`config.mk`:
```
export PLATFORM = sky130hd
export DESIGN_NAME = bsa_ram
export DESIGN_NICKNAME = d
export VERILOG_FILES = /design/src/hdl/bsa_ram.sv
export SDC_FILE = /design/constraint.sdc
export NUM_CORES = 1
export LEC_CHECK = 0
export BUFFER_PORTS_ARGS = -buffer_cell sky130_fd_sc_hd__buf_2
export CAP_MARGIN = 10
export CORE_MARGIN = 3
export CORE_UTILIZATION = 68
export CTS_BUF_LIST = sky130_fd_sc_hd__clkbuf_8
export DETAILED_ROUTE_END_ITERATION = 16
export PLACE_DENSITY = 0.84
export SYNTH_ARGS = -nofsm -noshare
export SYNTH_HDL_FRONTEND = slang
export SYNTH_SLANG_ARGS = --single-unit
```
`constraint.sdc`:
```
create_clock -name clk_i -period 4.65 [get_ports clk_i]
set_clock_uncertainty 0.2 [all_clocks]
set_input_delay 0.2325 -clock clk_i [delete_from_list [all_inputs] [get_ports clk_i]]
set_output_delay 0.2325 -clock clk_i [all_outputs]
set_load 0.02 [all_outputs]
```
`src/hdl/bsa_ram.sv`:
```
// generic single write port, single read port ram with registered read
// no dependencies
module bsa_ram #(
  parameter int unsigned Width = 8,
  parameter int unsigned Depth = 16
) (
  input  logic                     clk_i,
  input  logic                     we_i,
  input  logic [$clog2(Depth)-1:0] waddr_i,
  input  logic [Width-1:0]         wdata_i,
  input  logic                     re_i,
  input  logic [$clog2(Depth)-1:0] raddr_i,
  output logic [Width-1:0]         rdata_o
);

  logic [Width-1:0] mem_q [Depth];
  logic [Width-1:0] rdata_q;

  always_ff @(posedge clk_i) begin
    if (we_i) begin
      mem_q[waddr_i] <= wdata_i;
    end
    if (re_i) begin
      rdata_q <= mem_q[raddr_i];
    end
  end

  assign rdata_o = rdata_q;

endmodule

```
==> summary.txt, run 1 <==
Worst EP required -> 4.61 ns
Longest Clk Path Bufs -> 2
Compound-gate portion of the synthesized area -> 0.0230
Vias in the first global route -> 2444
Initial Util -> 0.709
Largest net degree at the start of global routing -> 33
Die Y-Extent -> 93.7 um
Synth Cell Area -> 5230 sq um
Fill cells -> 367
Seq. cell area -> 4080 sq um
Critical-path maximum fanout -> 32
Cell row count -> 31
Most frequent cells in the layout -> edfxtp_1, buf_2, mux4_2, clkbuf_8, a22oi_1
Synth top area cells -> edfxtp_1, mux4_2, mux4_1
Switching part of the total -> 0.207
Setup TNS -> 0 ns
First-pass iteration count of the detailed router -> 4
All-Layer GR Usage -> 0.238
Mux cell area share after synthesis -> 0.148
Total CTS buffers -> 17
Main combinational cell family by area after synthesis -> multiplexers
Static leakage -> 1.96 nW
Max-cap violation count -> 0
Status -> finished clean
Sequential area share after synthesis -> 0.781
Area share of xor/xnor cells in the synthesized design -> 0
Via Count -> 2498
Die Wd -> 93.7 um
GR Util met1 -> 0.344
Clk pwr share -> 0.384
Aggregate routed wire length -> 9450 um
Sink Count -> 136
Post-DP HPWL -> 5560 um
CTS tree -> yes
Endpoints failing setup -> 0
Pint -> 1.95 mW
GRT overflow -> 0
Most common cell after layout, fill and taps aside -> edfxtp_1
IR drop worst, VDD -> 0.284 mV
Clock Latency Late Sink -> 0.42 ns
Syn_area_per_cell -> 22.8 sq um
Critical Path End Type -> register
Layout Nets -> 296
Gate power share -> 0.053
Power consumption -> 2.46 mW
Io pins -> 27
Worst setup path category -> in2reg
Fin. max-slew vios -> 0
Post-Synth Simple-Gate Area -> 0.0314
Post-Syn Nets -> 248
Final hold vios -> 0
Top-area cell type share of the netlist area -> 0.781
Clock transition at path regs -> 0.07 ns
Die ar. -> 8780 sq um
First-pass GRT wire length -> 14200 um
Synth Register Bits -> 136
Sequential share of power -> 0.563
Gr busiest metal -> met2
Share of layout cells above drive strength 1 -> 0.270
Least-Margin Pin Slew -> 1.02 ns
GPL Wtd Cong -> 0.750
Crit start category -> input pin
Multi-input logic area -> 1060 sq um
Initial antenna violation count -> 0
Post-synthesis cell type count -> 18
Resized cells post-CTS -> 0
Synth-to-Final Area Change -> 13.0%
I/O Buffers -> 26
Detail Route Antenna Nets -> 0
Core area -> 7370 sq um
YS warnings -> 0
Vias per cell -> 6.44
Pwr per Cell Area -> 417 nW/um^2
Htree depth -> 4
Ant. Diodes -> 0
Met3 Usage GRT -> 0.0545
Root buf cell -> clkbuf_8
Fin crit share -> 0.451
GRT met2 Usage -> 0.367
Min-delay worst type -> in2reg
Area leader, netlist -> edfxtp_1
Adder-cell share of the synthesized area -> 0
WP data arrival -> 2.06 ns
Slew margin rel. -> 0.323
Sw power -> 0.510 mW
Iter 0 DRT Violations -> 223
RSZ-0062 raised after global routing -> false
DR DRC count -> 0
Period minus WS final -> 2.10 ns
Wire length per cell -> 24.4 um
Synth Instances -> 229
F_max -> 476 MHz
==> layout make-up <==
| type | count | share of cell area |
|---|---|---|
| Multi-Input combinational cell | 83 | 0.179 |
| Clock inverter | 14 | 0.0269 |
| Clock buffer | 17 | 0.0396 |
| Tap cell | 99 | 0.0210 |
| Timing Repair Buffer | 39 | 0.0424 |
| Sequential cell | 136 | 0.691 |
==> cell usage after synthesis <==
cell and count:
buf_2 3, and2b_1 1, clkdlybuf4s25_2 3, nand3b_1 2, mux4_2 18, nand3_1 1
nand2b_1 2, buf_6 3, or3b_2 1, nand2_1 9, nor2b_1 1, nor3_1 4
and2_1 1, a22oi_1 16, buf_4 1, edfxtp_1 136, mux4_1 14, nor2_1 13
==> power by group through the flow <==
| stage | combinational [mW] | sequential (mW) | clock (mW) |
|---|---|---|---|
| 3_3_place_gp | 0.120 | 1.41 | 0 |
| 3_5_place_dp | 0.123 | 1.41 | 0 |
| 4_1_cts | 0.130 | 1.39 | 0.955 |
| 5_1_grt | 0.140 | 1.39 | 1.00 |
| 2_1_floorplan | 0.0697 | 1.42 | 0 |
| 6_report | 0.130 | 1.39 | 0.947 |
==> sequential cells by signal (all words and copies together), names as in the netlist <==
signal   count
rdata_o      8
mem_q      128
==> through the flow <==
step	instance area, sq um	std cells	setup slack, ns	utilization	hold slack, ns
after floorplan	5230	229	2.72	-	0.131
after global placement	5430	348	2.14	0.736	0.415
after detailed placement	5430	348	2.13	0.736	0.411
after CTS	5910	388	2.57	0.802	0.140
after global routing	5910	388	2.43	0.802	0.162
final	5910	388	2.55	0.802	0.164
==> cells by family (layout without fill, tap and decap cells) <==
group / after synthesis / after routing
and+or+nand+nor: 35 / 35
buffers and inverters: 10 / 70
DFF: 136 / 136
AOI/OAI and AO/OA: 16 / 16
muxes: 32 / 32
==> worst max-delay path, cell delays in order <==
cell and delay (ns):
buf_2 0.74, mux4_1 0.66, a22oi_1 0.26, nand2_1 0.13
==> timing repair <==
action | in CTS | in global routing
hold buffers | 9 | 0
hold endpoints to repair | 136 | 0
buffers inserted | 0 | 0
==> worst paths after layout <==
path                      from     endpoint  slack [ns]  cells after the start
setup / recovery    raddr_i[0]   rdata_o[5]        2.55                      4
hold / removal      waddr_i[0]  mem_q[0][6]        0.16                      3
setup reg to reg   mem_q[3][4]   rdata_o[4]        2.94                      3
hold reg to reg   mem_q[11][3]   rdata_o[3]        0.56                      3
==> per-layer routing <==
layer,part of all wire,vias to the layer above
met1,0.40,1295
met4,0.022,0
met5,0,-
met2,0.51,111
met3,0.063,19
li1,-,1073
Note: power is estimated with default switching activity, not from simulation.
==> run 2: changes to the inputs <==
--- a/config.mk
+++ b/config.mk
@@ -8,10 +8,10 @@
 export BUFFER_PORTS_ARGS = -buffer_cell sky130_fd_sc_hd__buf_2
 export CAP_MARGIN = 10
 export CORE_MARGIN = 3
-export CORE_UTILIZATION = 68
+export CORE_UTILIZATION = 63
 export CTS_BUF_LIST = sky130_fd_sc_hd__clkbuf_8
 export DETAILED_ROUTE_END_ITERATION = 16
-export PLACE_DENSITY = 0.84
+export PLACE_DENSITY = 0.79
 export SYNTH_ARGS = -nofsm -noshare
 export SYNTH_HDL_FRONTEND = slang
 export SYNTH_SLANG_ARGS = --single-unit
==> constraint.sdc (replaced) <==
create_clock -name clk_i -period 2.08 [get_ports clk_i]
set_clock_uncertainty 0.2 [all_clocks]
set_input_delay 0.104 -clock clk_i [delete_from_list [all_inputs] [get_ports clk_i]]
set_output_delay 0.104 -clock clk_i [all_outputs]
set_load 0.02 [all_outputs]
==> run 2 against run 1 <==
Effect of this change: critical path depth decreased by 1; worst hold slack worse by 0.12 ns; largest cell class unchanged; power is 120% higher; sequential power increased by 120%; largest power group unchanged; critical endpoint is now rdata_o[4].
==> summary.txt, run 2 (synthesized netlist as in run 1, its figures left out) <==
Fin. max-slew vios -> 0 (unchanged)
Met1 WL -> 3790 um (-0.21%)
Core area -> 7890 sq um (+7.0%)
Max-cap violation count -> 0 (unchanged)
All-Layer GR Usage -> 0.241 (+0.00241)
Period minus WS final -> 1.78 ns
Hold Startpoint -> waddr_i[0]
Multi-input logic area -> 1060 sq um (unchanged)
Status -> finished clean
Seq. cell area -> 4080 sq um (unchanged)
I/O Buffers -> 26 (unchanged)
DR DRC count -> 0 (unchanged)
Worst setup path category -> reg2reg
Least-Margin Pin Slew -> 0.453 ns (-0.563 ns)
Vias in the first global route -> 2694 (+10%)
Worst EP required -> 2.04 ns (-2.57 ns)
Pwr per Cell Area -> 915 nW/um^2 (+120%)
F_max -> 562 MHz
Initial Util -> 0.663 (-0.0466)
Metal2 WL -> 5330 um (+9.7%)
Slew margin rel. -> 0.697 (+0.374)
Setup TNS -> 0 ns (unchanged)
Initial antenna violation count -> 0 (unchanged)
First-pass GRT wire length -> 16200 um (+14%)
Share of layout cells above drive strength 1 -> 0.311 (+0.0416)
Synth-to-Final Area Change -> 15.8%
Crit start category -> register
Detail Route Antenna Nets -> 0 (unchanged)
First-pass iteration count of the detailed router -> 4 (unchanged)
Min-delay worst type -> in2reg
Static leakage -> 2.05 nW (+4.5%)
Max reg flops -> 128 (unchanged)
Critical-path maximum fanout -> 1 (-97%)
Fill cells -> 396 (+7.9%)
Met3 wire len -> 1140 um (+91%)
Die Wd -> 97.1 um (+3.6%)
Ant. Diodes -> 0 (unchanged)
WP data arrival -> 1.74 ns (-0.32 ns)
Root buf cell -> clkbuf_8
Iter 0 DRT Violations -> 225 (+0.90%)
Post-DP HPWL -> 6190 um (+11%)
GRT overflow -> 0 (unchanged)
Sink Count -> 136 (unchanged)
Io pins -> 27 (unchanged)
RSZ-0062 raised after global routing -> false
Worst r2r src -> mem_q[9][4]
Clock transition at path regs -> 0.08 ns (about the same)
IR drop worst, VDD -> 0.561 mV (+97%)
Aggregate routed wire length -> 10400 um (+10%)
Total CTS buffers -> 17 (unchanged)
GPL Wtd Cong -> 0.782 (+4.3%)
Die Y-Extent -> 97.1 um (+3.6%)
Clock Latency Late Sink -> 0.43 ns (about the same)
Via Count -> 2583 (+3.4%)
Die ar. -> 9430 sq um (+7.4%)
Hold WS -> 0.0423 ns (-0.121 ns)
Final hold vios -> 0 (unchanged)
Largest net degree at the start of global routing -> 33 (unchanged)
Layout Nets -> 312 (+5.4%)
Most common cell after layout, fill and taps aside -> edfxtp_1
Most frequent cells in the layout -> edfxtp_1, buf_2, mux4_2, buf_4, clkbuf_8
DR top layer -> met4
Start point of the critical path -> mem_q[9][4]
Post-CTS setup buffers -> 0 (unchanged)
CTS tree -> yes
Longest Clk Path Bufs -> 2 (unchanged)
Cell row count -> 32 (+3.2%)
Wire length per cell -> 25.6 um (+5.2%)
Htree depth -> 4 (unchanged)
Critical Path End Type -> register
Endpoints failing setup -> 0 (unchanged)
Largest reg by FF count -> mem_q
Vias per cell -> 6.35 (-1.4%)
Fin crit share -> 0.856
[run 2: cell types whose count changed in the layout (fill, tap and decap cells not counted), sizes merged]
cell / delta
clkinv: -3
buf: +16
clkinvlp: +2
inv: +1
[run 2: report_power, final]
group          switching (mW)  internal [mW]  total, mW
combinational           0.181          0.133      0.314
sequential             0.0179           3.09       3.10
clock                   0.958           1.16       2.12
[run 2: worst paths after layout]
path / to / depth (start not counted) / slack (ns)
max: rdata_o[4] / 3 / 0.30
min: mem_q[4][5] / 3 / 0.04
max reg2reg: rdata_o[4] / 3 / 0.30
min reg2reg: rdata_o[6] / 3 / 0.58
[run 2: per-stage QoR]
stage / worst slack, ns / utilization / cell area [sq um] / std cells / total power, mW
after floorplan: 0.283 / - / 5230 / 229 / 3.33
final: 0.300 / 0.768 / 6060 / 407 / 5.54
after CTS: 0.301 / 0.768 / 6060 / 407 / 5.58
after global placement: 0.163 / 0.707 / 5570 / 367 / 3.45
after detailed placement: 0.133 / 0.707 / 5570 / 367 / 3.46
after global routing: 0.225 / 0.768 / 6060 / 407 / 5.71
[run 2: repair_timing]
action,CTS,global route
hold buffers,9,0
hold endpoints to repair,136,0
resized for setup,0,0
[run 2: area by class of cell]
type	count	share of cell area
flip-flops and latches	136	0.674
clock buffers	17	0.0386
well taps	102	0.0211
clock inverters	14	0.0260
repair buffers	55	0.0653
multi-input cells	83	0.175
[run 2: critical path: stages (launching register included)]
cell	delay (ns)
edfxtp_1	0.40
mux4_1	0.54
a22oi_1	0.29
nand2_1	0.09
[run 2: layer usage]
layer / vias to the layer above / GRT usage
met2: 170 / 0.375
met5: - / 0
met4: 0 / 0.0886
li1: 1111 / -
met1: 1287 / 0.336
met3: 15 / 0.0646
==> run 3: changes to the inputs <==
--- a/config.mk
+++ b/config.mk
@@ -12,6 +12,7 @@
 export CTS_BUF_LIST = sky130_fd_sc_hd__clkbuf_8
 export DETAILED_ROUTE_END_ITERATION = 16
 export PLACE_DENSITY = 0.79
+export REMOVE_ABC_BUFFERS = 1
 export SYNTH_ARGS = -nofsm -noshare
 export SYNTH_HDL_FRONTEND = slang
 export SYNTH_SLANG_ARGS = --single-unit
==> run 3 against run 2 <==
Effect of this change: via count decreased by 3.1%; design area fell by 1.2%; first-iteration DRC count up 5.3%; clock-buffer cell count unchanged; power down 6.0%; register-to-register slack gained 0.07 ns; sequential share of layout area rose by 0.80 points; critical endpoint is now rdata_o[7]; largest cell class unchanged; largest power group unchanged; highest routed layer unchanged.
==> summary.txt, run 3 (synthesized netlist as in run 1, its figures left out) <==
First-pass iteration count of the detailed router -> 5 (+1)
Period minus WS final -> 1.71 ns (-0.0707 ns)
Status -> finished clean
GPL Wtd Cong -> 0.743 (-5.0%)
RSZ-0062 raised after global routing -> false
Die ar. -> 9430 sq um (unchanged)
Max-cap violation count -> 0 (unchanged)
CTS tree -> yes
Fin crit share -> 0.822 (-0.0340)
Sw power -> 1.09 mW (-6.0%)
Io pins -> 27 (unchanged)
Hold Path Stages -> 3 (unchanged)
Die Wd -> 97.1 um (unchanged)
Endpoints failing setup -> 0 (unchanged)
Detail Route Antenna Nets -> 0 (unchanged)
Switching part of the total -> 0.209 (about the same)
Most common cell after layout, fill and taps aside -> edfxtp_1
Initial antenna violation count -> 0 (unchanged)
I/O Buffers -> 26 (unchanged)
Post-CTS setup buffers -> 0 (unchanged)
DR DRC count -> 0 (unchanged)
Longest Clk Path Bufs -> 2 (unchanged)
Largest net degree at the start of global routing -> 33 (unchanged)
Setup TNS -> 0 ns (unchanged)
Critical-path maximum fanout -> 1 (unchanged)
Final hold vios -> 0 (unchanged)
Min-delay worst type -> in2reg
Worst reg2reg setup slack -> 0.37 ns (+0.07 ns)
Root buf cell -> clkbuf_8
IR drop worst, VDD -> 0.511 mV (-8.8%)
Static leakage -> 2.03 nW (-0.96%)
Cell row count -> 32 (unchanged)
Worst setup path category -> reg2reg
Pwr per Cell Area -> 870 nW/um^2 (-4.9%)
Initial Util -> 0.663 (unchanged)
WP data arrival -> 1.68 ns (-0.06 ns)
Worst Hold End -> mem_q[4][5]
Iter 0 DRT Violations -> 237 (+5.3%)
Die Y-Extent -> 97.1 um (unchanged)
Wire length per cell -> 22.9 um (-11%)
Core area -> 7890 sq um (unchanged)
Total CTS buffers -> 17 (unchanged)
All-Layer GR Usage -> 0.220 (-0.0205)
Crit start category -> register
Worst R2R End -> rdata_o[7]
Gate power share -> 0.058 (about the same)
Aggregate routed wire length -> 9290 um (-11%)
Least-Margin Pin Slew -> 0.666 ns (+0.213 ns)
Share of layout cells above drive strength 1 -> 0.300 (-0.0111)
GRT overflow -> 0 (unchanged)
First-pass GRT wire length -> 14800 um (-8.2%)
Critical Path End Type -> register
Sequential share of power -> 0.596 (+0.036)
Pint -> 4.12 mW (-6.1%)
Clk pwr share -> 0.346 (-0.037)
Hold Startpoint -> waddr_i[0]
Via Count -> 2502 (-3.1%)
Htree depth -> 4 (unchanged)
Synth-to-Final Area Change -> 14.5%
Vias in the first global route -> 2617 (-2.9%)
Post-DP HPWL -> 5710 um (-7.7%)
Vias per cell -> 6.18 (-2.7%)
Ant. Diodes -> 0 (unchanged)
Clock transition at path regs -> 0.07 ns (about the same)
Worst EP required -> 2.05 ns (about the same)
F_max -> 585 MHz (+4.1%)
Max reg flops -> 128 (unchanged)
Util after Layout -> 0.759 (-0.00904)
Clock Latency Late Sink -> 0.42 ns (about the same)
Layout Nets -> 311 (-0.32%)
Cells on worst reg2reg path -> 3 (unchanged)
Sink Count -> 136 (unchanged)
Most frequent cells in the layout -> edfxtp_1, buf_2, mux4_2, clkbuf_8, buf_4
Largest reg by FF count -> mem_q
Slew margin rel. -> 0.554 (-0.142)
Fin. max-slew vios -> 0 (unchanged)
Worst r2r src -> mem_q[2][7]
run 3: stage by stage:
stage,area (sq um),worst slack [ns],std cells,hold WS (ns),power (mW)
final,5980,0.371,405,0.0351,5.21
after global routing,5980,0.309,405,0.0323,5.41
after CTS,5980,0.360,405,0.0153,5.25
after detailed placement,5570,0.154,366,0.287,3.45
after global placement,5570,0.134,366,0.286,3.44
after floorplan,5140,0.283,219,0.00287,3.30
run 3: cell type report:
| class | instances | area [sq um] |
|---|---|---|
| sequential | 136 | 4080 |
| timing repair buffer | 54 | 388 |
| clock buffer | 17 | 234 |
| tap | 102 | 128 |
| clock inverter | 13 | 93.8 |
| fill | 419 | 1900 |
| multi-input combinational | 83 | 1060 |
run 3: power groups by stage:
stage / Clock [mW] / Sequential (mW) / Combinational [mW]
detailed placement: 0 / 3.16 / 0.292
global route: 1.98 / 3.11 / 0.326
CTS: 1.84 / 3.10 / 0.305
global placement: 0 / 3.16 / 0.287
finish: 1.80 / 3.10 / 0.302
floorplan: 0 / 3.17 / 0.123
run 3: per-layer routing:
layer / wire [um] / track usage / share of wire / up-vias
met1: 3690 / 0.312 / 0.40 / 1259
li1: - / - / - / 1099
met2: 4530 / 0.328 / 0.49 / 130
met4: 197 / 0.0864 / 0.021 / 0
met5: 0 / 0 / 0 / -
met3: 868 / 0.0696 / 0.093 / 14
run 3: what timing repair did:
action	CTS	global route
hold endpoints to repair	136	0
resized for setup	0	0
hold buffers	9	0
run 3: worst max path at each step:
stage / end / cells after the start / slack (ns) / start
detailed placement: rdata_o[0] / 5 / 0.15 / raddr_i[0]
global placement: rdata_o[0] / 5 / 0.13 / raddr_i[0]
CTS: rdata_o[0] / 3 / 0.36 / mem_q[2][0]
finish: rdata_o[7] / 3 / 0.37 / mem_q[2][7]
global route: rdata_o[0] / 3 / 0.31 / mem_q[2][0]
floorplan: mem_q[0][0] / 2 / 0.28 / waddr_i[2]
run 3: worst max-delay path: stages, from the launching register on:
cell	delay, ns
edfxtp_1	0.38
mux4_2	0.46
a22oi_1	0.33
nand2_1	0.09
